**config.mk**
```make
export PLATFORM = sky130hd
export DESIGN_NAME = plbf_front
export DESIGN_NICKNAME = d
export VERILOG_FILES = /design/src/hw/rtl/plbf_pkg.sv /design/src/hw/rtl/plbf_front.sv
export SDC_FILE = /design/constraint.sdc
export NUM_CORES = 1
export LEC_CHECK = 0
export ABC_AREA = 1
export CAP_MARGIN = 40
export CORE_MARGIN = 4
export CORE_UTILIZATION = 60
export DETAILED_ROUTE_END_ITERATION = 10
export DONT_BUFFER_PORTS = 1
export GPL_TIMING_DRIVEN = 0
export PLACE_DENSITY = 0.76
export SKIP_CTS_REPAIR_TIMING = 1
export SYNTH_ARGS = -nofsm -noshare
export SYNTH_HDL_FRONTEND = slang
export SYNTH_SLANG_ARGS = --single-unit
export TNS_END_PERCENT = 20
```
**constraint.sdc**
```tcl
create_clock -name clk -period 3.27 [get_ports clk]
set_clock_uncertainty 0.05 [all_clocks]
set_input_delay 0.4905 -clock clk [delete_from_list [all_inputs] [get_ports clk]]
set_output_delay 0.4905 -clock clk [all_outputs]
set_load 0.005 [all_outputs]
```
**src/hw/rtl/plbf_pkg.sv**
```systemverilog
// Shared types, sizes and helpers for the PCM latency-bounded FIFO.
package plbf_pkg;

  // Sample store geometry
  localparam int FIFO_DEPTH = 4096;
  localparam int PTR_W      = $clog2(FIFO_DEPTH);
  localparam int CNT_W      = $clog2(FIFO_DEPTH + 1);

  // Fixed field widths
  localparam int SAMPLE_W = 16;
  localparam int TGT_W    = 13;
  localparam int FILL_W   = 13;
  localparam int TOT_W    = 64;
  localparam int CMD_W    = 2;
  localparam int FLAG_N   = 3;

  // Target fill after reset
  localparam logic [TGT_W-1:0] TGT_RESET = TGT_W'(1920);

  // Command codes on the input channel
  localparam logic [CMD_W-1:0] CMD_PUSH  = 2'd0;
  localparam logic [CMD_W-1:0] CMD_POP   = 2'd1;
  localparam logic [CMD_W-1:0] CMD_FLAGS = 2'd2;

  // Classified operation codes between front and back
  localparam int OP_W = 2;
  localparam logic [OP_W-1:0] OP_NOP   = 2'd0;
  localparam logic [OP_W-1:0] OP_PUSH  = 2'd1;
  localparam logic [OP_W-1:0] OP_POP   = 2'd2;
  localparam logic [OP_W-1:0] OP_FLAGS = 2'd3;

  // Request queue between front and back
  localparam int CQ_DEPTH = 2;
  localparam int CQ_PTR_W = $clog2(CQ_DEPTH);
  localparam int CQ_CNT_W = $clog2(CQ_DEPTH + 1);

  // Result queue at the output
  localparam int OQ_DEPTH = 4;
  localparam int OQ_PTR_W = $clog2(OQ_DEPTH);
  localparam int OQ_CNT_W = $clog2(OQ_DEPTH + 1);

  typedef struct packed {
    logic [CMD_W-1:0]    cmd;
    logic [SAMPLE_W-1:0] sample_in;
    logic                feed_on;
    logic                capture_on;
    logic                protect_on;
  } in_item_t;

  typedef struct packed {
    logic [SAMPLE_W-1:0] sample_out;
    logic                sample_real;
    logic [FILL_W-1:0]   fill_samples;
    logic [TOT_W-1:0]    overflow_bytes;
    logic [TOT_W-1:0]    underflow_bytes;
    logic [TOT_W-1:0]    clear_count;
  } out_item_t;

  // Classified request: flags ordered feed, capture, protect (msb first)
  typedef struct packed {
    logic [OP_W-1:0]     op;
    logic [SAMPLE_W-1:0] sample;
    logic [FLAG_N-1:0]   flags;
  } req_t;

  // Advance a store pointer by n entries, n at most FIFO_DEPTH
  function automatic logic [PTR_W-1:0] ptr_add(input logic [PTR_W-1:0] p,
                                               input logic [CNT_W-1:0] n);
    logic [CNT_W:0] s;
    s = (CNT_W + 1)'(p) + (CNT_W + 1)'(n);
    if (s >= (CNT_W + 1)'(FIFO_DEPTH)) begin
      s = s - (CNT_W + 1)'(FIFO_DEPTH);
    end
    return s[PTR_W-1:0];
  endfunction

endpackage

```
**src/hw/rtl/plbf_front.sv**
```systemverilog
// Front end: accepts input requests, classifies them and queues them for the back end.
module plbf_front (
  input  logic                   clk,
  input  logic                   rst_n,
  input  logic                   push,
  output logic                   full,
  input  plbf_pkg::in_item_t     in_data,
  output logic                   req_valid,
  output plbf_pkg::req_t         req,
  input  logic                   req_take
);
  import plbf_pkg::*;

  req_t                entry_r [CQ_DEPTH];
  logic [CQ_PTR_W-1:0] wr_ptr_r;
  logic [CQ_PTR_W-1:0] rd_ptr_r;
  logic [CQ_CNT_W-1:0] count_r;
  logic                acc;
  logic                take;
  req_t                cls;

  assign full      = (count_r == CQ_CNT_W'(CQ_DEPTH));
  assign acc       = push && !full;
  assign req_valid = (count_r != '0);
  assign take      = req_take && req_valid;
  assign req       = entry_r[rd_ptr_r];

  // Classify the incoming command
  always_comb begin
    cls.sample = in_data.sample_in;
    cls.flags  = {in_data.feed_on, in_data.capture_on, in_data.protect_on};
    case (in_data.cmd)
      CMD_PUSH:  cls.op = OP_PUSH;
      CMD_POP:   cls.op = OP_POP;
      CMD_FLAGS: cls.op = OP_FLAGS;
      default:   cls.op = OP_NOP;
    endcase
  end

  // Store accepted requests
  always_ff @(posedge clk) begin
    if (acc) begin
      entry_r[wr_ptr_r] <= cls;
    end
  end

  // Advance pointers and occupancy
  always_ff @(posedge clk) begin
    if (!rst_n) begin
      wr_ptr_r <= '0;
      rd_ptr_r <= '0;
      count_r  <= '0;
    end else begin
      if (acc) begin
        wr_ptr_r <= (wr_ptr_r == CQ_PTR_W'(CQ_DEPTH - 1)) ? '0 : wr_ptr_r + 1'b1;
      end
      if (take) begin
        rd_ptr_r <= (rd_ptr_r == CQ_PTR_W'(CQ_DEPTH - 1)) ? '0 : rd_ptr_r + 1'b1;
      end
      case ({acc, take})
        2'b10:   count_r <= count_r + 1'b1;
        2'b01:   count_r <= count_r - 1'b1;
        default: count_r <= count_r;
      endcase
    end
  end

endmodule

```
==> out/summary.md <==
The flow ran to the end, and the final reports show no timing, DRC or antenna violations. At the end of routability-driven placement, the weighted congestion stood at 0.7321. The netlist uses 18 different library cells.

The number of max-slew violations in the final report was 0. Traced cell by cell, the critical path runs through buf_6 > mux2_2. Dividing the detail-routed wire length by the instance count gives 17.25 um.

The run gives 0 as the final antenna diode count. The floorplan step set the die width to 63.46 um. In this run, the number of DRC markers left after iteration 0 of detailed routing was 47.

The logs give 48 for the number of I/O pins and 73.76% for the part of the Yosys area used for sequential elements. Entering global routing, the biggest net connects 22 pins. The floorplan has 19 rows. The biggest cell delay along the critical path was 0.41 ns.

The critical-path maximum fanout works out to 10. By area, the combinational part of the netlist is dominated by multiplexers. After synthesis the netlist holds a flip-flop and latch count of 47. At the end of the flow, the number of nets in the layout was 148. Across the VDD grid, the largest voltage drop is 0.3962 mV. Total wire length after detailed routing: 2588 um.

The synthesized netlist devotes 0.9492% of its cell area to compound gates. Global routing consumed, over all layers together, 15.07% of the routing resources. The simple logic cell fraction of the synthesized area came out at 6.305%. The kind of cell adding the most delay to the critical path was flip-flops. Static timing analysis puts the maximum clock frequency at 543.0 MHz. The run gives 64.69% as the initial standard-cell utilization of the core. Buffers placed on the I/O ports in this run total 0. Prior to clock tree synthesis, the placed netlist has a worst setup slack of 1.450 ns. The clock reaches the later pin of the worst-skew pair after 0.34 ns. The cell area after technology mapping came out at 0.001846 mm2. The worst setup path is launched from a register. The number of hold violations in the final report came out at 0.

The total DRC errors in the routed layout was 0. At the pin with the least slew margin, the transition time is 0.4992 ns. Of the total synthesized cell area, the portion taken by full adders, half adders and majority gates is 2.712%. CTS built an H-tree with a depth of 2. The number of routed nets with antenna violations was 0; the final hold slack was 0.1846 ns. The global-route wire length before repair came out at 4574 um. The tools report the maximum count of clock buffers along a single path as 2. The remaining global-route overflow was 0; the initial antenna violation count was 0.

Measured against the total synthesized area, the mux share comes to 13.22%. The layout-stage area growth over the synthesis result works out to 8.407%. The average instance in the mapped netlist occupies 16.78 um2. For the worst setup path, the data required time is 2.73 ns.

The shortest clock period the worst path allows after layout is 1.842 ns, and the aggregate negative setup slack is 0 ns. The worst pin sits at a relative slew slack of 66.69%. Of the cells placed in the final design, the portion with a size suffix greater than 1 is 33.61%. Dividing total power by cell area gives a power density of 665.3 mW/mm2. When the netlist entered floorplanning its net count stood at 139. The critical path class was register to primary output. The core region is 0.002853 mm2.

For this design, the slowest cell found on the critical path is dfxtp_1. Endpoint class of the critical path: a primary output. In this run the vertical extent of the chip is 63.46 um.

Using the TritonRoute via totals, the vias-per-cell ratio works out to 5.800. The logs give 1923 um for the total half-perimeter wirelength after legalization and detailed placement and 110 for the synthesized netlist cell count. After clock tree synthesis, the clock-pin slew on the worst setup and hold paths is 0.12 ns.

The cell sitting at the root of the clock tree is a clkbuf_4. The total instance count after detailed placement is 142. Number of buffers created by CTS: 5. The floorplan die area came out at 0.004027 mm2.

Max-cap violations in this run came to 0. Dividing the final minimum period by the clock period gives 56.32%. The synthesized netlist devotes 0% of its cell area to XOR and XNOR gates. The tree built by TritonCTS fans out to 47 sinks.

The Yosys warning count came out at 0. Setup repair after global routing left no endpoint under its margin. The logs give 978 for the number of global-route vias before repair and 0 for the setup-violating endpoint count in the final report. The buffer and inverter count on the worst path is 1.

STA puts the critical path data arrival time at 1.30 ns. Class of the tightest hold or removal check: input port to register. Once layout is complete, the cells apart from fillers number 150. The logs give 870 for the via count and 0.7212 nW for the leakage power summed over all cells. The first TritonRoute pass finished after 4 iterations. The worst setup slack after layout was 1.428 ns. TritonCTS built the clock tree.
## kinds of logic after synthesis
| group | count (synthesis) |
|---|---|
| and+or+nand+nor | 24 |
| muxes | 21 |
| AOI/OAI and AO/OA | 3 |
| buffers and inverters | 11 |
| DFF | 47 |
| adders and majority gates | 4 |
## state kept, by name (all words and copies together) (netlist names), named ones only
| name | count |
|---|---|
| wr_ptr_r | 1 |
| entry_r | 42 |
| count_r | 2 |
| rd_ptr_r | 1 |
## Yosys cell counts
master | instances | area share [%]
mux2_2 | 19 | 12
a21oi_1 | 1 | 0.27
nor2_4 | 2 | 1.2
mux2_4 | 2 | 1.6
dfxtp_1 | 5 | 5.4
o21a_1 | 1 | 0.41
nand3_1 | 1 | 0.27
nand4_1 | 1 | 0.34
inv_2 | 3 | 0.61
nor2_1 | 11 | 2.2
inv_1 | 6 | 1.2
nand2_2 | 2 | 0.68
ha_1 | 4 | 2.7
nand2_1 | 6 | 1.2
nor2_2 | 1 | 0.34
buf_6 | 2 | 1.2
edfxtp_1 | 42 | 68
o21ai_0 | 1 | 0.27
## metal layers
metal,wire (um),vias up,global-route usage [%]
met2,1359,40,26.21
met1,912,414,15.44
met4,29,0,4.852
met5,0,-,0
met3,287,5,7.993
li1,-,411,-
## metrics by stage
step / power (mW) / utilization [%] / area (um2)
floorplan: 0.9718 / - / 1846
global placement: 1.009 / 66.05 / 1884
detailed placement: 1.030 / 66.67 / 1902
CTS: 1.338 / 69.17 / 1973
global route: 1.411 / 70.13 / 2001
finish: 1.331 / 70.13 / 2001
## path summary, 6_finish.rpt
kind                           start                  endpoint  slack [ns]  cells past startpoint
max                         register                   req[13]        1.43                      2
min                       in_data[3]   entry_r[1][3]$_DFFE_PP_        0.18                      0
max reg2reg  count_r[0]$_SDFFE_PN0P_  entry_r[0][13]$_DFFE_PP_        1.58                      5
min reg2reg    rd_ptr_r$_SDFFE_PN0P_     rd_ptr_r$_SDFFE_PN0P_        0.47                      2
## final cells by class
type	count	area (um2)
sequential	47	1361
fill	195	852.1
multi-input combinational	52	430.4
timing repair buffer	2	42.54
clock buffer	6	41.29
tap	31	38.79
inverter	9	33.78
clock inverter	1	30.03
buffer	2	22.52
## layout by cell type, fill, tap and decap left out, types with 2 or more instances in the layout
cell type	Yosys	routed
nand2_1	6	6
inv_2	3	3
mux2_2	19	19
nand2_2	2	2
inv_1	6	6
mux2_4	2	2
dfxtp_1	5	5
clkbuf_4	0	5
edfxtp_1	42	42
nor2_4	2	2
nor2_1	11	10
buf_6	2	2
ha_1	4	4
nor2_2	1	2
## where the power goes
| part | switching [mW] | internal, mW |
|---|---|---|
| sequential | 0.0296 | 0.735 |
| clock | 0.156 | 0.158 |
| combinational | 0.136 | 0.117 |
| total | 0.322 | 1.01 |
Power figures use the tool's default switching activity.
