**src/hw/rtl/plbf_pkg.sv**
```systemverilog
// Shared types, sizes and helpers for the PCM latency-bounded FIFO.
package plbf_pkg;

  // Sample store geometry
  localparam int FIFO_DEPTH = 4096;
  localparam int PTR_W      = $clog2(FIFO_DEPTH);
  localparam int CNT_W      = $clog2(FIFO_DEPTH + 1);

  // Fixed field widths
  localparam int SAMPLE_W = 16;
  localparam int TGT_W    = 13;
  localparam int FILL_W   = 13;
  localparam int TOT_W    = 64;
  localparam int CMD_W    = 2;
  localparam int FLAG_N   = 3;

  // Target fill after reset
  localparam logic [TGT_W-1:0] TGT_RESET = TGT_W'(1920);

  // Command codes on the input channel
  localparam logic [CMD_W-1:0] CMD_PUSH  = 2'd0;
  localparam logic [CMD_W-1:0] CMD_POP   = 2'd1;
  localparam logic [CMD_W-1:0] CMD_FLAGS = 2'd2;

  // Classified operation codes between front and back
  localparam int OP_W = 2;
  localparam logic [OP_W-1:0] OP_NOP   = 2'd0;
  localparam logic [OP_W-1:0] OP_PUSH  = 2'd1;
  localparam logic [OP_W-1:0] OP_POP   = 2'd2;
  localparam logic [OP_W-1:0] OP_FLAGS = 2'd3;

  // Request queue between front and back
  localparam int CQ_DEPTH = 2;
  localparam int CQ_PTR_W = $clog2(CQ_DEPTH);
  localparam int CQ_CNT_W = $clog2(CQ_DEPTH + 1);

  // Result queue at the output
  localparam int OQ_DEPTH = 4;
  localparam int OQ_PTR_W = $clog2(OQ_DEPTH);
  localparam int OQ_CNT_W = $clog2(OQ_DEPTH + 1);

  typedef struct packed {
    logic [CMD_W-1:0]    cmd;
    logic [SAMPLE_W-1:0] sample_in;
    logic                feed_on;
    logic                capture_on;
    logic                protect_on;
  } in_item_t;

  typedef struct packed {
    logic [SAMPLE_W-1:0] sample_out;
    logic                sample_real;
    logic [FILL_W-1:0]   fill_samples;
    logic [TOT_W-1:0]    overflow_bytes;
    logic [TOT_W-1:0]    underflow_bytes;
    logic [TOT_W-1:0]    clear_count;
  } out_item_t;

  // Classified request: flags ordered feed, capture, protect (msb first)
  typedef struct packed {
    logic [OP_W-1:0]     op;
    logic [SAMPLE_W-1:0] sample;
    logic [FLAG_N-1:0]   flags;
  } req_t;

  // Advance a store pointer by n entries, n at most FIFO_DEPTH
  function automatic logic [PTR_W-1:0] ptr_add(input logic [PTR_W-1:0] p,
                                               input logic [CNT_W-1:0] n);
    logic [CNT_W:0] s;
    s = (CNT_W + 1)'(p) + (CNT_W + 1)'(n);
    if (s >= (CNT_W + 1)'(FIFO_DEPTH)) begin
      s = s - (CNT_W + 1)'(FIFO_DEPTH);
    end
    return s[PTR_W-1:0];
  endfunction

endpackage

```
**src/hw/rtl/plbf_outq.sv**
```systemverilog
// Result queue: holds finished results until the consumer pops them.
module plbf_outq (
  input  logic                          clk,
  input  logic                          rst_n,
  input  logic                          res_valid,
  input  plbf_pkg::out_item_t           res,
  output logic [plbf_pkg::OQ_CNT_W-1:0] level,
  output logic                          empty,
  input  logic                          pop,
  output plbf_pkg::out_item_t           out_data
);
  import plbf_pkg::*;

  out_item_t           entry_r [OQ_DEPTH];
  logic [OQ_PTR_W-1:0] wr_ptr_r;
  logic [OQ_PTR_W-1:0] rd_ptr_r;
  logic [OQ_CNT_W-1:0] count_r;
  logic                take;

  assign level    = count_r;
  assign empty    = (count_r == '0);
  assign take     = pop && !empty;
  assign out_data = entry_r[rd_ptr_r];

  // Store results; the back end reserves a slot before issuing
  always_ff @(posedge clk) begin
    if (res_valid) begin
      entry_r[wr_ptr_r] <= res;
    end
  end

  // Advance pointers and occupancy
  always_ff @(posedge clk) begin
    if (!rst_n) begin
      wr_ptr_r <= '0;
      rd_ptr_r <= '0;
      count_r  <= '0;
    end else begin
      if (res_valid) begin
        wr_ptr_r <= (wr_ptr_r == OQ_PTR_W'(OQ_DEPTH - 1)) ? '0 : wr_ptr_r + 1'b1;
      end
      if (take) begin
        rd_ptr_r <= (rd_ptr_r == OQ_PTR_W'(OQ_DEPTH - 1)) ? '0 : rd_ptr_r + 1'b1;
      end
      case ({res_valid, take})
        2'b10:   count_r <= count_r + 1'b1;
        2'b01:   count_r <= count_r - 1'b1;
        default: count_r <= count_r;
      endcase
    end
  end

endmodule

```
**config.mk**
```make
export PLATFORM = sky130hd
export DESIGN_NAME = plbf_outq
export DESIGN_NICKNAME = d
export VERILOG_FILES = /design/src/hw/rtl/plbf_pkg.sv /design/src/hw/rtl/plbf_outq.sv
export SDC_FILE = /design/constraint.sdc
export NUM_CORES = 1
export LEC_CHECK = 0
export ABC_CLOCK_PERIOD_IN_PS = 19500
export BUFFER_PORTS_ARGS = -buffer_cell sky130_fd_sc_hd__buf_2
export CORE_ASPECT_RATIO = 1.5
export CORE_MARGIN = 3
export CORE_UTILIZATION = 50
export DETAILED_ROUTE_END_ITERATION = 12
export PLACE_DENSITY = 0.82
export SLEW_MARGIN = 20
export SYNTH_ARGS = -nofsm -noshare
export SYNTH_HDL_FRONTEND = slang
export SYNTH_SLANG_ARGS = --single-unit
```
**constraint.sdc**
```tcl
create_clock -name clk -period 19.5 [get_ports clk]
set_input_delay 0.975 -clock clk [delete_from_list [all_inputs] [get_ports clk]]
set_output_delay 0.975 -clock clk [all_outputs]
set_load 0.02 [all_outputs]
```
==> flow_metrics.tcl, run 1 <==
set metrics [dict create \
    outcome "finished clean" \
    drive_gt1_frac 0.458 \
    wl_met2_um 34700 \
    drc_errors 0 \
    cts_num_sinks 897 \
    setup_tns_ns 0 \
    min_period_ns 4.89 \
    pre_cts_ws_ns 14.83 \
    io_buffers 451 \
    maxCapViolations 0 \
    top_level_ports 452 \
    die-area_sq_um 68200 \
    yosysSeqAreaShare 0.826 \
    yosys.cell_types.count 24 \
    ys_seq_elements 897 \
    fin_util 0.600 \
    rr_worst_depth 4 \
    cp_slowest_stage_delay_ns 0.99 \
    syn-num-nets 1443 \
    initial_core_util 0.509 \
    postCtsSetupBuffers 0 \
    finClkSkew_ns 0.0275 \
    clkSlewWorstSetupHoldPaths_ns 0.08 \
    worst-slew-pin-transition_ns 1.05 \
    layoutNonFillerInstCount 2652 \
    syn_to_final_growth_pct 17.9 \
    die_w_um 214 \
    gp_congestion 0.764 \
    cts_resized 0 \
    num_rows 113 \
    startpoint_type "register" \
    drtAntennaViolNets 0 \
    cts_hold_buf 0 \
    core_area_sq_um 63900 \
    hold_depth 1 \
    worst_slack_ns 14.61 \
    hp-class "in2reg" \
    maxSlewHeadroom 0.302 \
    ir_worst_vdd_uv 101 \
    cts_made_buffers 79 \
    grt_max_degree 98 \
    setup_viol 0 \
    p_leak_nw 12.7 \
    wl_met1_um 23500 \
    grt_usage 0.196 \
    dp_cells 2491 \
    grt_antenna_before_repair 20 \
    drtPass1Iterations 5 \
    synth_area_per_cell_sq_um 26.9 \
    fillers 4390 \
    via_per_inst 5.61 \
    finalMaxSlewViolations 0 \
    root_buffer "clkbuf_16" \
    slowest_stage "dfxtp_4" \
    layout.nets 1945 \
    netlist_area_sq_um 32500 \
    clk_path_buf_depth 3 \
    clk_latency_ns 0.63 \
    cp.arrival_ns 3.91 \
    drtIter0Drc 1033 \
    cts_tree "yes" \
    wl_met3_um 5930 \
    synth_cells 1210 \
    cp.required_ns 18.53 \
    vias 14900 \
    cp_cell_sequence "buf_6, buf_12, mux4_2, buf_2" \
    finalHoldViolCount 0 \
    cp-end-kind "output pin" \
    synth_warnings 0 \
    dp_hpwl_um 40400 \
    highest_layer "met5" \
    cp_max_fo 97 \
    critical_path_class "reg2out" \
    cts_max_level 3 \
    p_per_area_nw_per_um2 124 \
    max_freq_mhz 205 \
    die_h_um 318 \
    period_share 0.251 \
    post_drt_wl_per_cell_um 25.0 \
    finalWirelength_um 66200 \
    grt_pass1_wl_um 101000 \
    placed_cell_area_sq_um 35600 \
    grt_pass1_vias 16000 \
    rsz0062_at_grt "false" \
    overflow 0 \
    design_area_sq_um 38300 \
]
==> worst paths after layout <==
path                            start                        end  slack, ns
min reg2reg  rd_ptr_r[0]$_SDFFE_PN0N_   rd_ptr_r[0]$_SDFFE_PN0N_       0.57
min                            res[5]    entry_r[0][5]$_DFFE_PP_       0.56
max                          register               out_data[99]      14.61
max reg2reg  wr_ptr_r[0]$_SDFFE_PN0P_  entry_r[3][221]$_DFFE_PP_      16.28
==> synth_stat cells, drive strengths merged <==
master / number / area [sq um]
inv: 7 / 26.3
mux2i: 1 / 10.0
nor2: 1 / 3.75
fa: 1 / 20.0
xor2: 1 / 8.76
xnor2: 1 / 8.76
a21oi: 1 / 5.00
mux4: 222 / 5000
o21ai: 4 / 20.0
nand2: 3 / 11.3
ha: 6 / 75.1
nor3b: 1 / 7.51
buf: 45 / 357
o31ai: 1 / 7.51
a21boi: 1 / 7.51
nor3: 1 / 5.00
edfxtp: 888 / 26700
nand3: 2 / 10.0
clkbuf: 5 / 18.8
or3: 1 / 6.26
and2: 6 / 37.5
nor2b: 2 / 12.5
dfxtp: 9 / 180
==> worst max-delay path: cells and delay by family (launching register included) <==
kind / cells / cell delay, ns
muxes: 1 / 0.62
buffers and inverters: 3 / 1.45
DFF: 1 / 0.99
==> cell type report <==
class | instances | area [sq um] | share of cell area
Sequential cell | 897 | 26900 | 0.700
Multi-Input combinational cell | 256 | 5270 | 0.137
Timing Repair Buffer | 471 | 2470 | 0.0644
Clock buffer | 97 | 2120 | 0.0553
Tap cell | 862 | 1080 | 0.0281
Clock inverter | 48 | 492 | 0.0128
Antenna cell | 14 | 35.0 | 0.000914
Inverter | 7 | 26.3 | 0.000685
==> stage by stage <==
stage / hold WS (ns) / power (mW)
2_1_floorplan: 0.478 / 2.96
3_5_place_dp: 0.547 / 3.23
6_report: 0.563 / 4.74
5_1_grt: 0.528 / 4.92
3_3_place_gp: 0.538 / 3.21
4_1_cts: 0.504 / 4.80
==> layout by cell type (no fill, tap or decap), types with 6 or more instances in the layout <==
master,Yosys,layout
dfxtp_1,9,7
clkinv_2,0,12
bufinv_16,0,9
ha_1,6,6
diode_2,0,14
clkbuf_16,0,82
clkinv_1,0,16
mux4_2,222,222
buf_2,24,451
buf_4,0,15
edfxtp_1,888,888
clkbuf_1,5,14
inv_1,7,7
==> per-layer routing <==
metal,GRT usage,vias to the layer above
met2,0.332,661
met3,0.0598,125
met1,0.241,7813
met4,0.0670,14
met5,0,-
li1,-,6273
==> sequential cells by signal (all words and copies together), names as in the netlist, named ones only <==
| signal | flops |
|---|---|
| wr_ptr_r | 2 |
| entry_r | 888 |
| rd_ptr_r | 2 |
| level | 3 |
==> where the power goes <==
group | internal (mW) | switching, mW
sequential | 2.21 | 0.0499
clock | 0.897 | 0.662
combinational | 0.393 | 0.529
total | 3.50 | 1.24
==> cell families (layout without fill, tap and decap cells) <==
family / Yosys count / count (layout) / synth area share
other: 0 / 14 / 0
AND/OR/NAND/NOR: 17 / 17 / 0.00289
XOR/XNOR: 2 / 2 / 0.000539
AO/OA/AOI/OAI: 7 / 7 / 0.00123
multiplexers: 223 / 223 / 0.154
buffers and inverters: 57 / 623 / 0.0124
flip-flops: 897 / 897 / 0.826
adder cells (fa/ha/maj): 7 / 7 / 0.00293
Power figures use the tool's default switching activity.
==> run 2, diff against run 1 <==
--- a/config.mk
+++ b/config.mk
@@ -5,7 +5,7 @@
 export SDC_FILE = /design/constraint.sdc
 export NUM_CORES = 1
 export LEC_CHECK = 0
-export ABC_CLOCK_PERIOD_IN_PS = 19500
+export ABC_CLOCK_PERIOD_IN_PS = 4900
 export BUFFER_PORTS_ARGS = -buffer_cell sky130_fd_sc_hd__buf_2
 export CORE_ASPECT_RATIO = 1.5
 export CORE_MARGIN = 3
==> constraint.sdc (replaced) <==
create_clock -name clk -period 4.9 [get_ports clk]
set_input_delay 0.245 -clock clk [delete_from_list [all_inputs] [get_ports clk]]
set_output_delay 0.245 -clock clk [all_outputs]
set_load 0.02 [all_outputs]
==> run 2 against run 1 <==
Effect of this change: non-clock buffer count grew 224; combinational power grew to 4.3 times the previous value; first-iteration DRC count grew 33%; register-to-register slack lost 14 ns; clock power grew to 4.0 times the previous value; wire length grew 9.5%; cell count grew 8.3%; die area is the same; final area grew 6.1%; core utilization grew 3.7 points; clock-buffer cell count grew 8; clock skew shrank 0.0068 ns.
==> flow_metrics.tcl, run 2 (synthesis results as in run 1) <==
set metrics [dict create \
    outcome "finished clean" \
    grt_pass1_wl_um 111000 \
    p_leak_nw 13.7 \
    vias 16000 \
    cts_tree "yes" \
    layout.nets 2170 \
    root_buffer "clkbuf_16" \
    max_freq_mhz 330 \
    switching_power_mw 5.07 \
    clkSlewWorstSetupHoldPaths_ns 0.07 \
    design_area_sq_um 40700 \
    hold_path.startpoint "pop" \
    io_buffers 451 \
    slowest_stage "dfxtp_4" \
    syn_to_final_growth_pct 25.2 \
    dp_hpwl_um 39200 \
    cp.required_ns 4.66 \
    rr_worst_depth 4 \
    postCtsSetupBuffers 0 \
    cp_slowest_stage_delay_ns 0.85 \
    finalMaxSlewViolations 0 \
    finalHoldViolCount 0 \
    switching_share 0.265 \
    worstReg2RegStart "wr_ptr_r[0]$_SDFFE_PN0P_" \
    drtAntennaViolNets 0 \
    p_per_area_nw_per_um2 471 \
    core_area_sq_um 63900 \
    drtIter0Drc 1370 \
    setup_viol 0 \
    hold_depth 3 \
    cp-end-kind "output pin" \
    max_flop_register "entry_r" \
    grt_antenna_before_repair 11 \
    gp_congestion 0.754 \
    maxCapViolations 0 \
    die_w_um 214 \
    setup_tns_ns 0 \
    initial_core_util 0.509 \
    clockPowerShare 0.326 \
    min_period_ns 3.03 \
    critical_path_class "reg2out" \
    mostFrequentLayoutCell "edfxtp_1" \
    p_total_mw 19.2 \
    grt_usage 0.215 \
    hp-class "in2reg" \
    finClkSkew_ns 0.0206 \
    via_per_inst 5.57 \
    drc_errors 0 \
    r2r-end "entry_r[2][25]$_DFFE_PP_" \
    cp.arrival_ns 2.79 \
    cts_made_buffers 80 \
    rsz0062_at_grt "false" \
    period_share 0.619 \
    drive_gt1_frac 0.405 \
    startpoint_type "register" \
    cp_cell_sequence "buf_4, mux4_2, buf_2" \
    clk_latency_ns 0.61 \
    largest_reg_flops 888 \
    cts_max_level 3 \
    placed_cell_area_sq_um 35800 \
    cts_num_sinks 897 \
    regToRegSetupSlack_ns 2.65 \
    maxSlewHeadroom 0.434 \
    drtPass1Iterations 6 \
    clk_path_buf_depth 3 \
    final_cell_mix "edfxtp_1 (888), buf_2 (451), dlygate4sd3_1 (224)" \
    cp_max_fo 36 \
    finalWirelength_um 72400 \
    overflow 0 \
    num_rows 113 \
    hold_slack_ns 0.0541 \
    die-area_sq_um 68200 \
    die_h_um 318 \
    seqPwrFrac 0.467 \
    ir_worst_vdd_uv 435 \
    grt_pass1_vias 17500 \
    grt_max_degree 115 \
    p_int_mw 14.1 \
    post_drt_wl_per_cell_um 25.2 \
    comb_power_share 0.207 \
    top_level_ports 452 \
    worst-slew-pin-transition_ns 0.849 \
]
-- run 2: changes by cell type in the layout (fill, tap and decap cells not counted), sizes merged --
cell	change
clkbuf	+8
clkinvlp	-2
dlygate4sd3	+224
bufinv	-2
diode	-5
clkinv	-4
-- run 2: power by group through the flow --
stage          clock network (mW)  registers [mW]  logic, mW
6_report                     6.24            8.96       3.96
5_1_grt                      6.65            8.99       4.18
4_1_cts                      6.33            8.95       3.97
3_5_place_dp                    0            9.11       3.79
3_3_place_gp                    0            9.08       3.75
2_1_floorplan                   0            9.03       2.72
-- run 2: metrics by stage --
| step | utilization | cells | setup WS [ns] |
|---|---|---|---|
| global placement | 0.560 | 2493 | 2.41 |
| finish | 0.637 | 2871 | 1.87 |
| global route | 0.636 | 2867 | 1.62 |
| floorplan | - | 1210 | 1.19 |
| detailed placement | 0.560 | 2493 | 2.43 |
| CTS | 0.636 | 2862 | 1.74 |
-- run 2: layout make-up --
cell class | instances | area, sq um
Multi-Input combinational cell | 256 | 5270
Clock buffer | 105 | 2230
Tap cell | 862 | 1080
Fill cell | 4095 | 23200
Antenna cell | 9 | 22.5
Clock inverter | 40 | 388
Inverter | 7 | 26.3
Timing Repair Buffer | 695 | 4810
Sequential cell | 897 | 26900
-- run 2: per-layer routing --
| metal | wire length (um) | up-vias | global-route usage | part of all wire |
|---|---|---|---|---|
| li1 | - | 6713 | - | - |
| met1 | 26400 | 8324 | 0.266 | 0.36 |
| met2 | 37800 | 781 | 0.368 | 0.52 |
| met3 | 5300 | 161 | 0.0530 | 0.073 |
| met4 | 2900 | 6 | 0.0889 | 0.040 |
| met5 | 39 | - | 0 | 0.00054 |
-- run 2: how the worst max path moves through the flow --
stage | cells after the start | endpoint | startpoint
floorplan | 2 | entry_r[3][0]$_DFFE_PP_ | wr_ptr_r[0]$_SDFFE_PN0P_
global placement | 3 | out_data[178] | register
detailed placement | 3 | out_data[178] | register
CTS | 3 | out_data[178] | register
global route | 3 | out_data[178] | register
finish | 3 | out_data[178] | register
-- run 2: what timing repair did --
item / 4_1_cts / 5_1_grt
resized for setup: 0 / 0
setup endpoints to repair: 0 / 0
hold buffers: 224 / 0
endpoints found under the hold margin: 895 / 0
-- run 2: worst max-delay path, delay by kind of cell (launching register included) --
family | cells | cell delay [ns]
buffers and inverters | 2 | 0.68
muxes | 1 | 0.61
DFF | 1 | 0.85
